$ cat src/design/pkl_pkg.sv
package pkl_pkg;

  // List geometry
  localparam int unsigned CAPACITY = 64;
  localparam int unsigned IdxW     = (CAPACITY > 1) ? $clog2(CAPACITY) : 1;
  localparam int unsigned CntW     = $clog2(CAPACITY + 1);

  // Field widths
  localparam int unsigned CmdW = 3;
  localparam int unsigned PosW = 7;
  localparam int unsigned KeyW = 32;
  localparam int unsigned ValW = 32;
  localparam int unsigned StW  = 3;
  localparam int unsigned EntW = KeyW + ValW;
  localparam int unsigned CmpW = ((CntW > PosW) ? CntW : PosW) + 1;

  // Command codes
  localparam logic [CmdW-1:0] CmdSearch    = 3'd0;
  localparam logic [CmdW-1:0] CmdUpdate    = 3'd1;
  localparam logic [CmdW-1:0] CmdInsert    = 3'd2;
  localparam logic [CmdW-1:0] CmdDelFirst  = 3'd3;
  localparam logic [CmdW-1:0] CmdDelLast   = 3'd4;
  localparam logic [CmdW-1:0] CmdDelPos    = 3'd5;
  localparam logic [CmdW-1:0] CmdSearchUpd = 3'd6;

  // Status codes
  localparam logic [StW-1:0] StOk     = 3'd0;
  localparam logic [StW-1:0] StAbsent = 3'd1;
  localparam logic [StW-1:0] StEmpty  = 3'd2;
  localparam logic [StW-1:0] StBelow  = 3'd3;
  localparam logic [StW-1:0] StFull   = 3'd4;

  typedef struct packed {
    logic [CmdW-1:0]        cmd;
    logic [PosW-1:0]        position;
    logic signed [KeyW-1:0] entry_key;
    logic signed [ValW-1:0] entry_value;
  } req_t;

  typedef struct packed {
    logic [StW-1:0]         status;
    logic signed [ValW-1:0] hit_value;
    logic [PosW-1:0]        hit_position;
    logic [PosW-1:0]        list_length;
  } rsp_t;

  typedef struct packed {
    logic            we;
    logic [IdxW-1:0] waddr;
    logic [EntW-1:0] wdata;
    logic            re;
    logic [IdxW-1:0] raddr;
  } mem_req_t;

endpackage

$ cat src/design/pkl_seq.sv
module pkl_seq (
  input  logic                     clk_i,
  input  logic                     rst_ni,
  input  logic                     req_valid_i,
  output logic                     req_ready_o,
  input  pkl_pkg::req_t            req_i,
  output logic                     rsp_valid_o,
  input  logic                     rsp_ready_i,
  output pkl_pkg::rsp_t            rsp_o,
  output pkl_pkg::mem_req_t        mem_o,
  input  logic [pkl_pkg::EntW-1:0] mem_rdata_i
);

  typedef enum logic [5:0] {
    SIdle   = 6'b000001,
    SSearch = 6'b000010,
    SUpdate = 6'b000100,
    SShUp   = 6'b001000,
    SShDn   = 6'b010000,
    SFin    = 6'b100000
  } state_e;

  state_e state_q, state_d;

  logic [pkl_pkg::CntW-1:0] cnt_q, cnt_d;
  logic [pkl_pkg::CntW-1:0] cur_q, cur_d;
  logic [pkl_pkg::CntW-1:0] lo_q, lo_d;
  logic [pkl_pkg::IdxW-1:0] pidx_q, pidx_d;
  logic                     pend_q, pend_d;
  logic [pkl_pkg::CmdW-1:0] cmd_q, cmd_d;
  logic [pkl_pkg::KeyW-1:0] key_q, key_d;
  logic [pkl_pkg::ValW-1:0] val_q, val_d;
  logic [pkl_pkg::StW-1:0]  st_q, st_d;
  logic [pkl_pkg::ValW-1:0] hval_q, hval_d;
  logic [pkl_pkg::CntW-1:0] hpos_q, hpos_d;

  logic [pkl_pkg::CmpW-1:0] pos_ext, cnt_ext;
  logic [pkl_pkg::CntW-1:0] pos_m1;
  logic                     pos_zero;
  logic [pkl_pkg::KeyW-1:0] rd_key;
  logic [pkl_pkg::ValW-1:0] rd_val;

  assign pos_ext  = pkl_pkg::CmpW'(req_i.position);
  assign cnt_ext  = pkl_pkg::CmpW'(cnt_q);
  assign pos_zero = (req_i.position == '0);
  assign pos_m1   = pkl_pkg::CntW'(pos_ext - pkl_pkg::CmpW'(1));
  assign rd_key   = mem_rdata_i[pkl_pkg::EntW-1 -: pkl_pkg::KeyW];
  assign rd_val   = mem_rdata_i[pkl_pkg::ValW-1:0];

  always_comb begin
    state_d = state_q;
    cnt_d   = cnt_q;
    cur_d   = cur_q;
    lo_d    = lo_q;
    pidx_d  = pidx_q;
    pend_d  = pend_q;
    cmd_d   = cmd_q;
    key_d   = key_q;
    val_d   = val_q;
    st_d    = st_q;
    hval_d  = hval_q;
    hpos_d  = hpos_q;
    mem_o   = '0;

    unique case (state_q)
      SIdle: begin
        if (req_valid_i) begin
          cmd_d   = req_i.cmd;
          key_d   = req_i.entry_key;
          val_d   = req_i.entry_value;
          st_d    = pkl_pkg::StAbsent;
          hval_d  = '0;
          hpos_d  = '0;
          pend_d  = 1'b0;
          state_d = SFin;
          unique case (req_i.cmd) inside
            pkl_pkg::CmdSearch, pkl_pkg::CmdSearchUpd: begin
              cur_d   = '0;
              state_d = SSearch;
            end
            pkl_pkg::CmdUpdate: begin
              if (pos_zero) begin
                st_d = pkl_pkg::StBelow;
              end else if (pos_ext <= cnt_ext) begin
                lo_d    = pos_m1;
                cur_d   = pos_m1;
                state_d = SUpdate;
              end
            end
            pkl_pkg::CmdInsert: begin
              if (pos_zero) begin
                st_d = pkl_pkg::StBelow;
              end else if (cnt_q == pkl_pkg::CntW'(pkl_pkg::CAPACITY)) begin
                st_d = pkl_pkg::StFull;
              end else if (pos_ext <= cnt_ext + pkl_pkg::CmpW'(1)) begin
                lo_d    = pos_m1;
                cur_d   = cnt_q;
                state_d = SShUp;
              end
            end
            pkl_pkg::CmdDelFirst: begin
              if (cnt_q == '0) begin
                st_d = pkl_pkg::StEmpty;
              end else begin
                lo_d    = '0;
                cur_d   = '0;
                state_d = SShDn;
              end
            end
            pkl_pkg::CmdDelLast: begin
              if (cnt_q == '0) begin
                st_d = pkl_pkg::StEmpty;
              end else begin
                lo_d    = cnt_q - pkl_pkg::CntW'(1);
                cur_d   = cnt_q - pkl_pkg::CntW'(1);
                state_d = SShDn;
              end
            end
            pkl_pkg::CmdDelPos: begin
              if (pos_zero) begin
                st_d = pkl_pkg::StBelow;
              end else if (pos_ext <= cnt_ext) begin
                lo_d    = pos_m1;
                cur_d   = pos_m1;
                state_d = SShDn;
              end
            end
            default: ;
          endcase
        end
      end

      SSearch: begin
        if (pend_q && (rd_key == key_q)) begin
          st_d    = pkl_pkg::StOk;
          hval_d  = rd_val;
          hpos_d  = pkl_pkg::CntW'(pidx_q) + pkl_pkg::CntW'(1);
          pend_d  = 1'b0;
          state_d = SFin;
          if (cmd_q == pkl_pkg::CmdSearchUpd) begin
            mem_o.we    = 1'b1;
            mem_o.waddr = pidx_q;
            mem_o.wdata = {key_q, val_q};
          end
        end else if (cur_q < cnt_q) begin
          mem_o.re    = 1'b1;
          mem_o.raddr = pkl_pkg::IdxW'(cur_q);
          pidx_d      = pkl_pkg::IdxW'(cur_q);
          pend_d      = 1'b1;
          cur_d       = cur_q + pkl_pkg::CntW'(1);
        end else begin
          pend_d = 1'b0;
          if (!pend_q) begin
            state_d = SFin;
          end
        end
      end

      SUpdate: begin
        if (!pend_q) begin
          mem_o.re    = 1'b1;
          mem_o.raddr = pkl_pkg::IdxW'(cur_q);
          pidx_d      = pkl_pkg::IdxW'(cur_q);
          pend_d      = 1'b1;
        end else begin
          mem_o.we    = 1'b1;
          mem_o.waddr = pidx_q;
          mem_o.wdata = {rd_key, val_q};
          st_d        = pkl_pkg::StOk;
          hval_d      = rd_val;
          hpos_d      = lo_q + pkl_pkg::CntW'(1);
          pend_d      = 1'b0;
          state_d     = SFin;
        end
      end

      SShUp: begin
        if (pend_q) begin
          mem_o.we    = 1'b1;
          mem_o.waddr = pkl_pkg::IdxW'(pkl_pkg::CntW'(pidx_q) + pkl_pkg::CntW'(1));
          mem_o.wdata = mem_rdata_i;
        end
        if (cur_q > lo_q) begin
          mem_o.re    = 1'b1;
          mem_o.raddr = pkl_pkg::IdxW'(cur_q - pkl_pkg::CntW'(1));
          pidx_d      = pkl_pkg::IdxW'(cur_q - pkl_pkg::CntW'(1));
          pend_d      = 1'b1;
          cur_d       = cur_q - pkl_pkg::CntW'(1);
        end else begin
          pend_d = 1'b0;
          if (!pend_q) begin
            mem_o.we    = 1'b1;
            mem_o.waddr = pkl_pkg::IdxW'(lo_q);
            mem_o.wdata = {key_q, val_q};
            cnt_d       = cnt_q + pkl_pkg::CntW'(1);
            st_d        = pkl_pkg::StOk;
            hpos_d      = lo_q + pkl_pkg::CntW'(1);
            state_d     = SFin;
          end
        end
      end

      SShDn: begin
        if (pend_q) begin
          if (pidx_q == pkl_pkg::IdxW'(lo_q)) begin
            hval_d = rd_val;
          end else begin
            mem_o.we    = 1'b1;
            mem_o.waddr = pidx_q - pkl_pkg::IdxW'(1);
            mem_o.wdata = mem_rdata_i;
          end
        end
        if (cur_q < cnt_q) begin
          mem_o.re    = 1'b1;
          mem_o.raddr = pkl_pkg::IdxW'(cur_q);
          pidx_d      = pkl_pkg::IdxW'(cur_q);
          pend_d      = 1'b1;
          cur_d       = cur_q + pkl_pkg::CntW'(1);
        end else begin
          pend_d = 1'b0;
          if (!pend_q) begin
            cnt_d   = cnt_q - pkl_pkg::CntW'(1);
            st_d    = pkl_pkg::StOk;
            hpos_d  = lo_q + pkl_pkg::CntW'(1);
            state_d = SFin;
          end
        end
      end

      SFin: begin
        if (rsp_ready_i) begin
          state_d = SIdle;
        end
      end

      default: state_d = SIdle;
    endcase
  end

  always_ff @(posedge clk_i or negedge rst_ni) begin
    if (!rst_ni) begin
      state_q <= SIdle;
      cnt_q   <= '0;
      pend_q  <= 1'b0;
    end else begin
      state_q <= state_d;
      cnt_q   <= cnt_d;
      pend_q  <= pend_d;
    end
  end

  always_ff @(posedge clk_i) begin
    cur_q  <= cur_d;
    lo_q   <= lo_d;
    pidx_q <= pidx_d;
    cmd_q  <= cmd_d;
    key_q  <= key_d;
    val_q  <= val_d;
    st_q   <= st_d;
    hval_q <= hval_d;
    hpos_q <= hpos_d;
  end

  assign req_ready_o        = (state_q == SIdle);
  assign rsp_valid_o        = (state_q == SFin);
  assign rsp_o.status       = st_q;
  assign rsp_o.hit_value    = hval_q;
  assign rsp_o.hit_position = pkl_pkg::PosW'(hpos_q);
  assign rsp_o.list_length  = pkl_pkg::PosW'(cnt_q);

endmodule

$ cat config.mk
export PLATFORM = sky130hd
export DESIGN_NAME = pkl_seq
export DESIGN_NICKNAME = d
export VERILOG_FILES = /design/src/design/pkl_pkg.sv /design/src/design/pkl_seq.sv
export SDC_FILE = /design/constraint.sdc
export NUM_CORES = 1
export LEC_CHECK = 0
export BUFFER_PORTS_ARGS = -buffer_cell sky130_fd_sc_hd__buf_2
export CAP_MARGIN = 30
export CELL_PAD_IN_SITES_DETAIL_PLACEMENT = 0
export CELL_PAD_IN_SITES_GLOBAL_PLACEMENT = 1
export CORE_MARGIN = 5
export CORE_UTILIZATION = 43
export DETAILED_ROUTE_END_ITERATION = 12
export PLACE_DENSITY_LB_ADDON = 0.1
export SETUP_SLACK_MARGIN = 0.05
export SKIP_CTS_REPAIR_TIMING = 1
export SLEW_MARGIN = 30
export SYNTH_ARGS = -nofsm -noshare
export SYNTH_HDL_FRONTEND = slang
export SYNTH_SLANG_ARGS = --single-unit
$ cat constraint.sdc
create_clock -name clk_i -period 8.9 [get_ports clk_i]
set_input_delay 0.89 -clock clk_i [delete_from_list [all_inputs] [get_ports clk_i]]
set_output_delay 0.89 -clock clk_i [all_outputs]
set_load 0.05 [all_outputs]
* Word-level counts from Yosys, hierarchy flattened
Index checks and enable logic that the tools add are counted.
** Word-level totals
- Flip-flop bits (word level) :: 143
- Input port bits :: 142
- Output and inout bits :: 129
- Word-level logic and storage cells :: 179
** Operators by class
- $add $sub $neg :: 9
- $lt $le $gt $ge :: 4
- Equal/unequal tests :: 44
- Mux-type cells :: 88
- Reduce and logical (&&, ||, !) cells :: 22
** Operators by type and width (number)
- two-way mux 71 bit :: 8
- case mux 78 bit (4 select lines) :: 1
- two-way mux 7 bit :: 28
- two-way mux 32 bit :: 5
- case mux 32 bit (4 select lines) :: 1
- two-way mux 6 bit :: 19
- case mux 7 bit (5 select lines) :: 2
- case mux 7 bit (4 select lines) :: 2
- case mux 6 bit (6 select lines) :: 1
- != test 2 bit, second input constant :: 17
- == test 32 bit :: 1
- case mux 6 bit (5 select lines) :: 1
- two-way mux 3 bit :: 8
- case mux 6 bit (4 select lines) :: 1
- adder 7 x 1 -> 7 bit, second input constant :: 3
- subtractor 7 x 1 -> 7 bit, second input constant :: 3
- nonzero test 4 bit :: 4
- != test 3 bit, second input constant :: 5
- case mux 3 bit (5 select lines) :: 1
- zero test 7 bit :: 2
- case mux 7 bit (2 select lines) :: 1
- == test 3 bit, second input constant :: 4
- AND reduction 12 bit :: 1
- AND reduction 6 bit :: 2
- other kinds (33) :: 46

* Depth between registers and ports, before layout
Gate-level depths: netlist of the first run.
- Depth in word-level cells :: 8
- Mapped depth :: 11
- Mapped depth without buffers :: 11

* Worst setup path before layout of the first run
Ideal clock, no wire load.
- Path kind :: register to register
- Start :: reg state_q[3]
- End :: reg lo_q[0] (netlist bit) (enable)
- Library setup time :: 412 ps
- Data arrival time :: 4107 ps
- Required time :: 8488 ps
- Setup slack :: 4381 ps
- Cell stages (with the launch flop) :: 8
- Path buffers :: 0
- Clock period less this slack :: 4519 ps
- Cells stage by stage :: dfrtp_1 > nor4_2 > nand3b_1 > clkinv_1 > nand2_1 > inv_1 > nand2_1 > a2111oi_0
** On the way
- Longest elaborated chain between the ends :: 2
** RTL lines
- start: declaration :: line pkl_seq.sv:23 : state_e state_q, state_d;
- start signal: assignment :: line pkl_seq.sv:242 : state_q <= SIdle;
- start signal: assignment :: line pkl_seq.sv:246 : state_q <= state_d;
- == test 6 x 1 -> 1 bit
- net req_ready_o :: line pkl_seq.sv:5 : output logic req_ready_o,
- AND reduction 10 bit (no source line)
- end signal: assignment :: line pkl_seq.sv:254 : lo_q <= lo_d;
- end: declaration :: line pkl_seq.sv:27 : logic [pkl_pkg::CntW-1:0] lo_q, lo_d;
The timed path passes the listed nets, and every way through them passes these cells.
A chain may end at the register's enable or synchronous reset.

==> results.json, run 1 <==
{
  "tns_ns": 0,
  "cts_buffers": 17,
  "yosysSeqAreaShare_pct": 48.24,
  "cap_violations": 0,
  "fp.dieW_microns": 152.7,
  "cts_root_buf": "clkbuf_16",
  "startpoint": "pend_q",
  "yosysWarnings": 0,
  "hpwl_microns": 20730,
  "finalCriticalPeriod_ns": 4.560,
  "yosysTopAreaCellShare_pct": 44.23,
  "vias": 7411,
  "drt_wl_total_microns": 26900,
  "slew_viol_final": 0,
  "status": "complete, no violations",
  "post_drt_wl_per_cell_microns": 19.97,
  "dieArea_sq_um": 23320,
  "crit_fanout": 32,
  "synth_common_cells": "edfxtp_1, a22o_1, nand2_1, a21oi_1, nor2_1",
  "r2r-start": "cnt_q[0]",
  "cts_tree": "done",
  "fin_worst_skew_ns": 0.01184,
  "worst_pin_slew_ns": 0.9105,
  "startpoint_type": "register",
  "clock-sinks": 143,
  "syn_to_final_growth_pct": 24.37,
  "hold_slack_ns": 0.3788,
  "ant_nets": 0,
  "yosysTopAreaCell": "edfxtp_1",
  "nNetsFinal": 1241,
  "die_h_microns": 152.7,
  "regArea_sq_um": 4225,
  "grt_antenna_before_repair": 3,
  "peakVddDrop_mv": 0.1537,
  "critical_path_required_ns": 8.01,
  "fillers": 1874,
  "core_area_sq_um": 20170,
  "cts.clk_slew.worst_paths_ns": 0.07,
  "grtUsageTotal_pct": 22.24,
  "worstRegToRegCells": 12,
  "finalCritPeriodShare_pct": 51.24,
  "synth-edff-count": 129,
  "totalPowerFinal_mw": 3.222,
  "grt_max_degree": 70,
  "drt_iter0_drc": 598,
  "relSlewSlack_pct": 39.30,
  "async_reset_ff_share_pct": 9.790,
  "clkLatencyLatePin_ns": 0.42,
  "synth.avg_cell_area_sq_um": 10.80,
  "drcViolationCount": 0,
  "grt_pass1_wl_microns": 41260,
  "crit_arrival_ns": 3.67,
  "synth_cell_types": 75,
  "hold_violations": 0,
  "netlist_instances": 811,
  "place.port_buffers": 270,
  "yosys_register_bits": 143,
  "setup_viol": 0,
  "clk_path_buf_depth": 2,
  "powerDensity_nw_per_um2": 295.8,
  "worst_setup_path_end_kind": "output port",
  "critPathKind": "reg -> out",
  "hp-class": "in -> async",
  "drive_gt1_share_pct": 31.84,
  "rsz0062_at_grt": "no",
  "ios": 271,
  "syn_area_sq_um": 8758,
  "p_leak_nw": 4.641,
  "htree_levels": 4,
  "syn_nets": 991,
  "synth_area_leaders": "edfxtp_1, a22o_1, ha_1",
  "viasPerCell": 5.502,
  "rows": 52,
  "grt.overflow.total": 0,
  "timing.fmax_mhz": 219.3,
  "routabilityCongestion": 0.8924,
  "grt_pass1_vias": 7306,
  "synth_ff_type": "edfxtp_1",
  "synth_most_common_cell": "edfxtp_1",
  "start_util_pct": 43.42,
  "multi_input_area_sq_um": 4179,
  "drtPass1Iterations": 5
}
==> state kept, by name, indices dropped and copies added (netlist names) <==
register / cells
hval_q: 32
cnt_q: 7
cur_q: 7
key_q: 32
st_q: 3
pend_q: 1
state_q: 6
cmd_q: 3
val_q: 32
lo_q: 7
pidx_q: 6
hpos_q: 7
==> final cells by class <==
| type | count | area share (%) |
|---|---|---|
| multi-input combinational | 588 | 38.36 |
| inverter | 31 | 1.091 |
| timing repair buffer | 280 | 13.16 |
| sequential | 143 | 38.79 |
| antenna | 3 | 0.06892 |
| tap | 270 | 3.101 |
| clock inverter | 15 | 1.516 |
| clock buffer | 17 | 3.905 |
==> per-layer routing <==
layer	routed length, microns	up-vias	global-route usage [%]
met5	0	-	0
met2	13130	267	37.39
met4	547	0	7.000
li1	-	3575	-
met1	11650	3540	28.94
met3	1572	29	4.629
==> per-stage QoR <==
step	instance area (sq um)	std cells	utilization (%)	setup slack [ns]
after detailed placement	10270	1311	50.94	4.437
after floorplan	8758	811	-	4.381
after global placement	10270	1311	50.94	4.469
final	10890	1347	54.01	4.340
after CTS	10870	1343	53.87	4.310
after global routing	10890	1347	54.01	4.085
==> worst paths after layout <==
path / to / slack (ns)
worst max register to register: lo_q[1] / 4.85
worst max-delay path: mem_o[42] / 4.34
min in group clk_i: key_q[10] / 0.64
max in group asynchronous: state_q[0] / 8.20
worst min register to register: cnt_q[3] / 0.70
worst min-delay path: cnt_q[3] / 0.38
==> critical path, cell delays in order (launching register included) <==
cell     delay [ns]
dfrtp_1        0.72
inv_1          0.41
nor2_1         0.23
nand4_1        0.22
or4_1          0.72
o21ai_2        0.11
buf_4          0.33
a22o_1         0.21
buf_2          0.26
==> power by group <==
part	total, mW	internal, mW	switching [mW]	leakage, nW
registers	1.17	1.03	0.139	1.41
clock network	0.717	0.402	0.315	0.293
logic	1.34	0.363	0.974	2.94
total	3.22	1.79	1.43	4.64
==> logic make-up after synthesis <==
| kind of cell | synth area share [%] |
|---|---|
| AOI/OAI and AO/OA | 18.53 |
| xor gates and xnor gates | 7.900 |
| adders and majority gates | 5.429 |
| buffers and inverters | 4.257 |
| DFF | 48.24 |
| muxes | 0.4857 |
| and+or+nand+nor | 15.16 |
==> cell usage in the layout, fill, tap and decap left out, types with 11 or more instances in the layout <==
cell | synthesis | layout
buf_2 | 8 | 270
edfxtp_1 | 129 | 129
a22o_1 | 67 | 67
nand2_1 | 54 | 54
a21oi_1 | 44 | 43
xnor2_1 | 42 | 42
nor2_1 | 43 | 42
ha_1 | 38 | 38
xor2_1 | 37 | 37
and2_1 | 36 | 36
inv_1 | 29 | 28
nand3_1 | 25 | 25
o22ai_1 | 20 | 20
o21ai_0 | 21 | 20
nor3_1 | 17 | 17
clkbuf_16 | 0 | 17
dfrtp_1 | 13 | 13
nor4_1 | 11 | 11
(Power assumes the default switching activity.)
==> inputs of run 2 (changes only) <==
Settings changed: CORE_UTILIZATION 43 to 36.
Clock period 8.9 ns to 3.9 ns, I/O delays scaled along.
==> run 2 against run 1 <==
Compared with the run above:
- core utilization down 7.5 points
- global-route usage decreased by 2.3 points
- setup slack got worse by 4.1 ns
- die area increased by 18%
- hold slack worse by 0.25 ns
- critical path type unchanged
==> results.json, run 2 (same netlist as run 1, synthesis figures left out) <==
{
  "status": "complete, no violations",
  "placed_area_sq_um": 10520,
  "viasPerCell": 5.308,
  "powerDensity_nw_per_um2": 676.5,
  "nNetsFinal": 1264,
  "startpoint_type": "register",
  "crit_arrival_ns": 3.26,
  "finalCritPeriodShare_pct": 93.53,
  "rows": 57,
  "p_int_mw": 4.285,
  "hpwl_microns": 21720,
  "syn_to_final_growth_pct": 28.06,
  "clock-sinks": 143,
  "final_area_sq_um": 11220,
  "critPathKind": "reg -> out",
  "top_regs": "hval_q: 32 flops, key_q: 32 flops, val_q: 32 flops",
  "totalPowerFinal_mw": 7.587,
  "place.port_buffers": 270,
  "relSlewSlack_pct": 48.21,
  "peakVddDrop_mv": 0.2953,
  "p_leak_nw": 4.779,
  "cts_root_buf": "clkbuf_16",
  "layout_commonest_cell": "buf_2",
  "drcViolationCount": 0,
  "combPwrFrac_pct": 42.8,
  "cap_violations": 0,
  "preCtsSetupSlack_ns": 0.2540,
  "vias": 7564,
  "switching_share_pct": 43.52,
  "grt_antenna_before_repair": 6,
  "grt_max_degree": 38,
  "tns_ns": 0,
  "p_sw_mw": 3.302,
  "grtUsageTotal_pct": 19.99,
  "routabilityCongestion": 0.8499,
  "grt_pass1_vias": 7655,
  "drt_wl_total_microns": 28440,
  "finalCriticalPeriod_ns": 3.648,
  "setup_viol": 0,
  "die_h_microns": 166.0,
  "fp.dieW_microns": 166.0,
  "crit_fanout": 16,
  "dieArea_sq_um": 27550,
  "cts.clk_slew.worst_paths_ns": 0.07,
  "drt_iter0_drc": 524,
  "fillers": 2391,
  "hold_violations": 0,
  "drive_gt1_share_pct": 33.45,
  "drtPass1Iterations": 5,
  "power_frac_clock_pct": 23.3,
  "timing.final.ws_setup_ns": 0.2524,
  "critical_path_required_ns": 3.51,
  "cts_tree": "done",
  "core_area_sq_um": 24110,
  "clkLatencyLatePin_ns": 0.43,
  "htree_levels": 4,
  "sequentialPowerShare_pct": 33.9,
  "grt_pass1_wl_microns": 43930,
  "post_drt_wl_per_cell_microns": 19.96,
  "worst_setup_path_end_kind": "output port",
  "start_util_pct": 36.33,
  "ios": 271,
  "slew_viol_final": 0,
  "hp-class": "in -> reg",
  "timing.fmax_mhz": 274.2,
  "worst_pin_slew_ns": 0.7698,
  "rsz0062_at_grt": "no",
  "clk_path_buf_depth": 2,
  "fin_worst_skew_ns": 0.01114,
  "ant_nets": 0,
  "final_cell_mix": "buf_2, edfxtp_1, a22o_1",
  "grt.overflow.total": 0,
  "cts_buffers": 17
}
run 2: cell types whose count changed in the layout (fill, tap and decap cells not counted), sizes merged:
cell | before | now
nand3b | 7 | 8
inv | 42 | 36
buf | 280 | 301
clkinv | 2 | 5
clkinvlp | 1 | 2
dlygate4sd3 | 0 | 1
diode | 3 | 4
bufinv | 1 | 3
run 2: final timing paths:
kind	startpoint	slack [ns]	cells past startpoint	end
max in group asynchronous	rst_ni	3.17	2	state_q[0]
hold / removal	req_i[49]	0.13	1	key_q[17]
setup reg to reg	cnt_q[1]	0.30	12	lo_q[1]
setup / recovery	lo_q[5]	0.25	9	mem_o[18]
hold reg to reg	cnt_q[2]	0.58	1	cnt_q[2]
min in group asynchronous	rst_ni	0.41	2	cnt_q[4]
run 2: per-layer routing:
layer | global-route usage, % | part of all wire, %
met5 | 0 | 0.13
met2 | 33.47 | 48
met4 | 5.954 | 2.4
met1 | 25.98 | 43
met3 | 4.523 | 6.0
run 2: power groups by stage:
stage	clock, mW	sequential [mW]	combinational [mW]
after floorplan	0	3.44	1.45
after global placement	0	2.60	3.26
after detailed placement	0	2.61	3.25
after CTS	1.81	2.58	3.26
after global routing	1.88	2.63	3.49
final	1.77	2.58	3.25
run 2: per-stage QoR:
step | util, % | hold WS, ns | std cells
6_report | 46.53 | 0.1315 | 1425
5_1_grt | 46.53 | 0.1095 | 1425
4_1_cts | 46.30 | -0.1335 | 1419
3_5_place_dp | 43.63 | 0.3301 | 1387
3_3_place_gp | 43.63 | 0.3308 | 1387
2_1_floorplan | - | 0.09441 | 811
run 2: cell type report:
type | count | area (sq um) | area share, %
Sequential cell | 143 | 4225 | 37.67
Timing Repair Buffer | 302 | 1594 | 14.21
Antenna cell | 4 | 10.01 | 0.08925
Clock inverter | 15 | 219.0 | 1.952
Tap cell | 324 | 405.4 | 3.614
Multi-Input combinational cell | 589 | 4214 | 37.57
Inverter | 31 | 122.6 | 1.093
Clock buffer | 17 | 425.4 | 3.793
run 2: critical path, stage by stage, from the launching register on:
cell	delay [ns]
edfxtp_1	0.49
inv_1	0.12
ha_1	0.31
o21a_1	0.22
a2111oi_2	0.47
a22oi_4	0.16
nor2_4	0.25
nand3b_4	0.34
a22o_1	0.19
buf_2	0.27
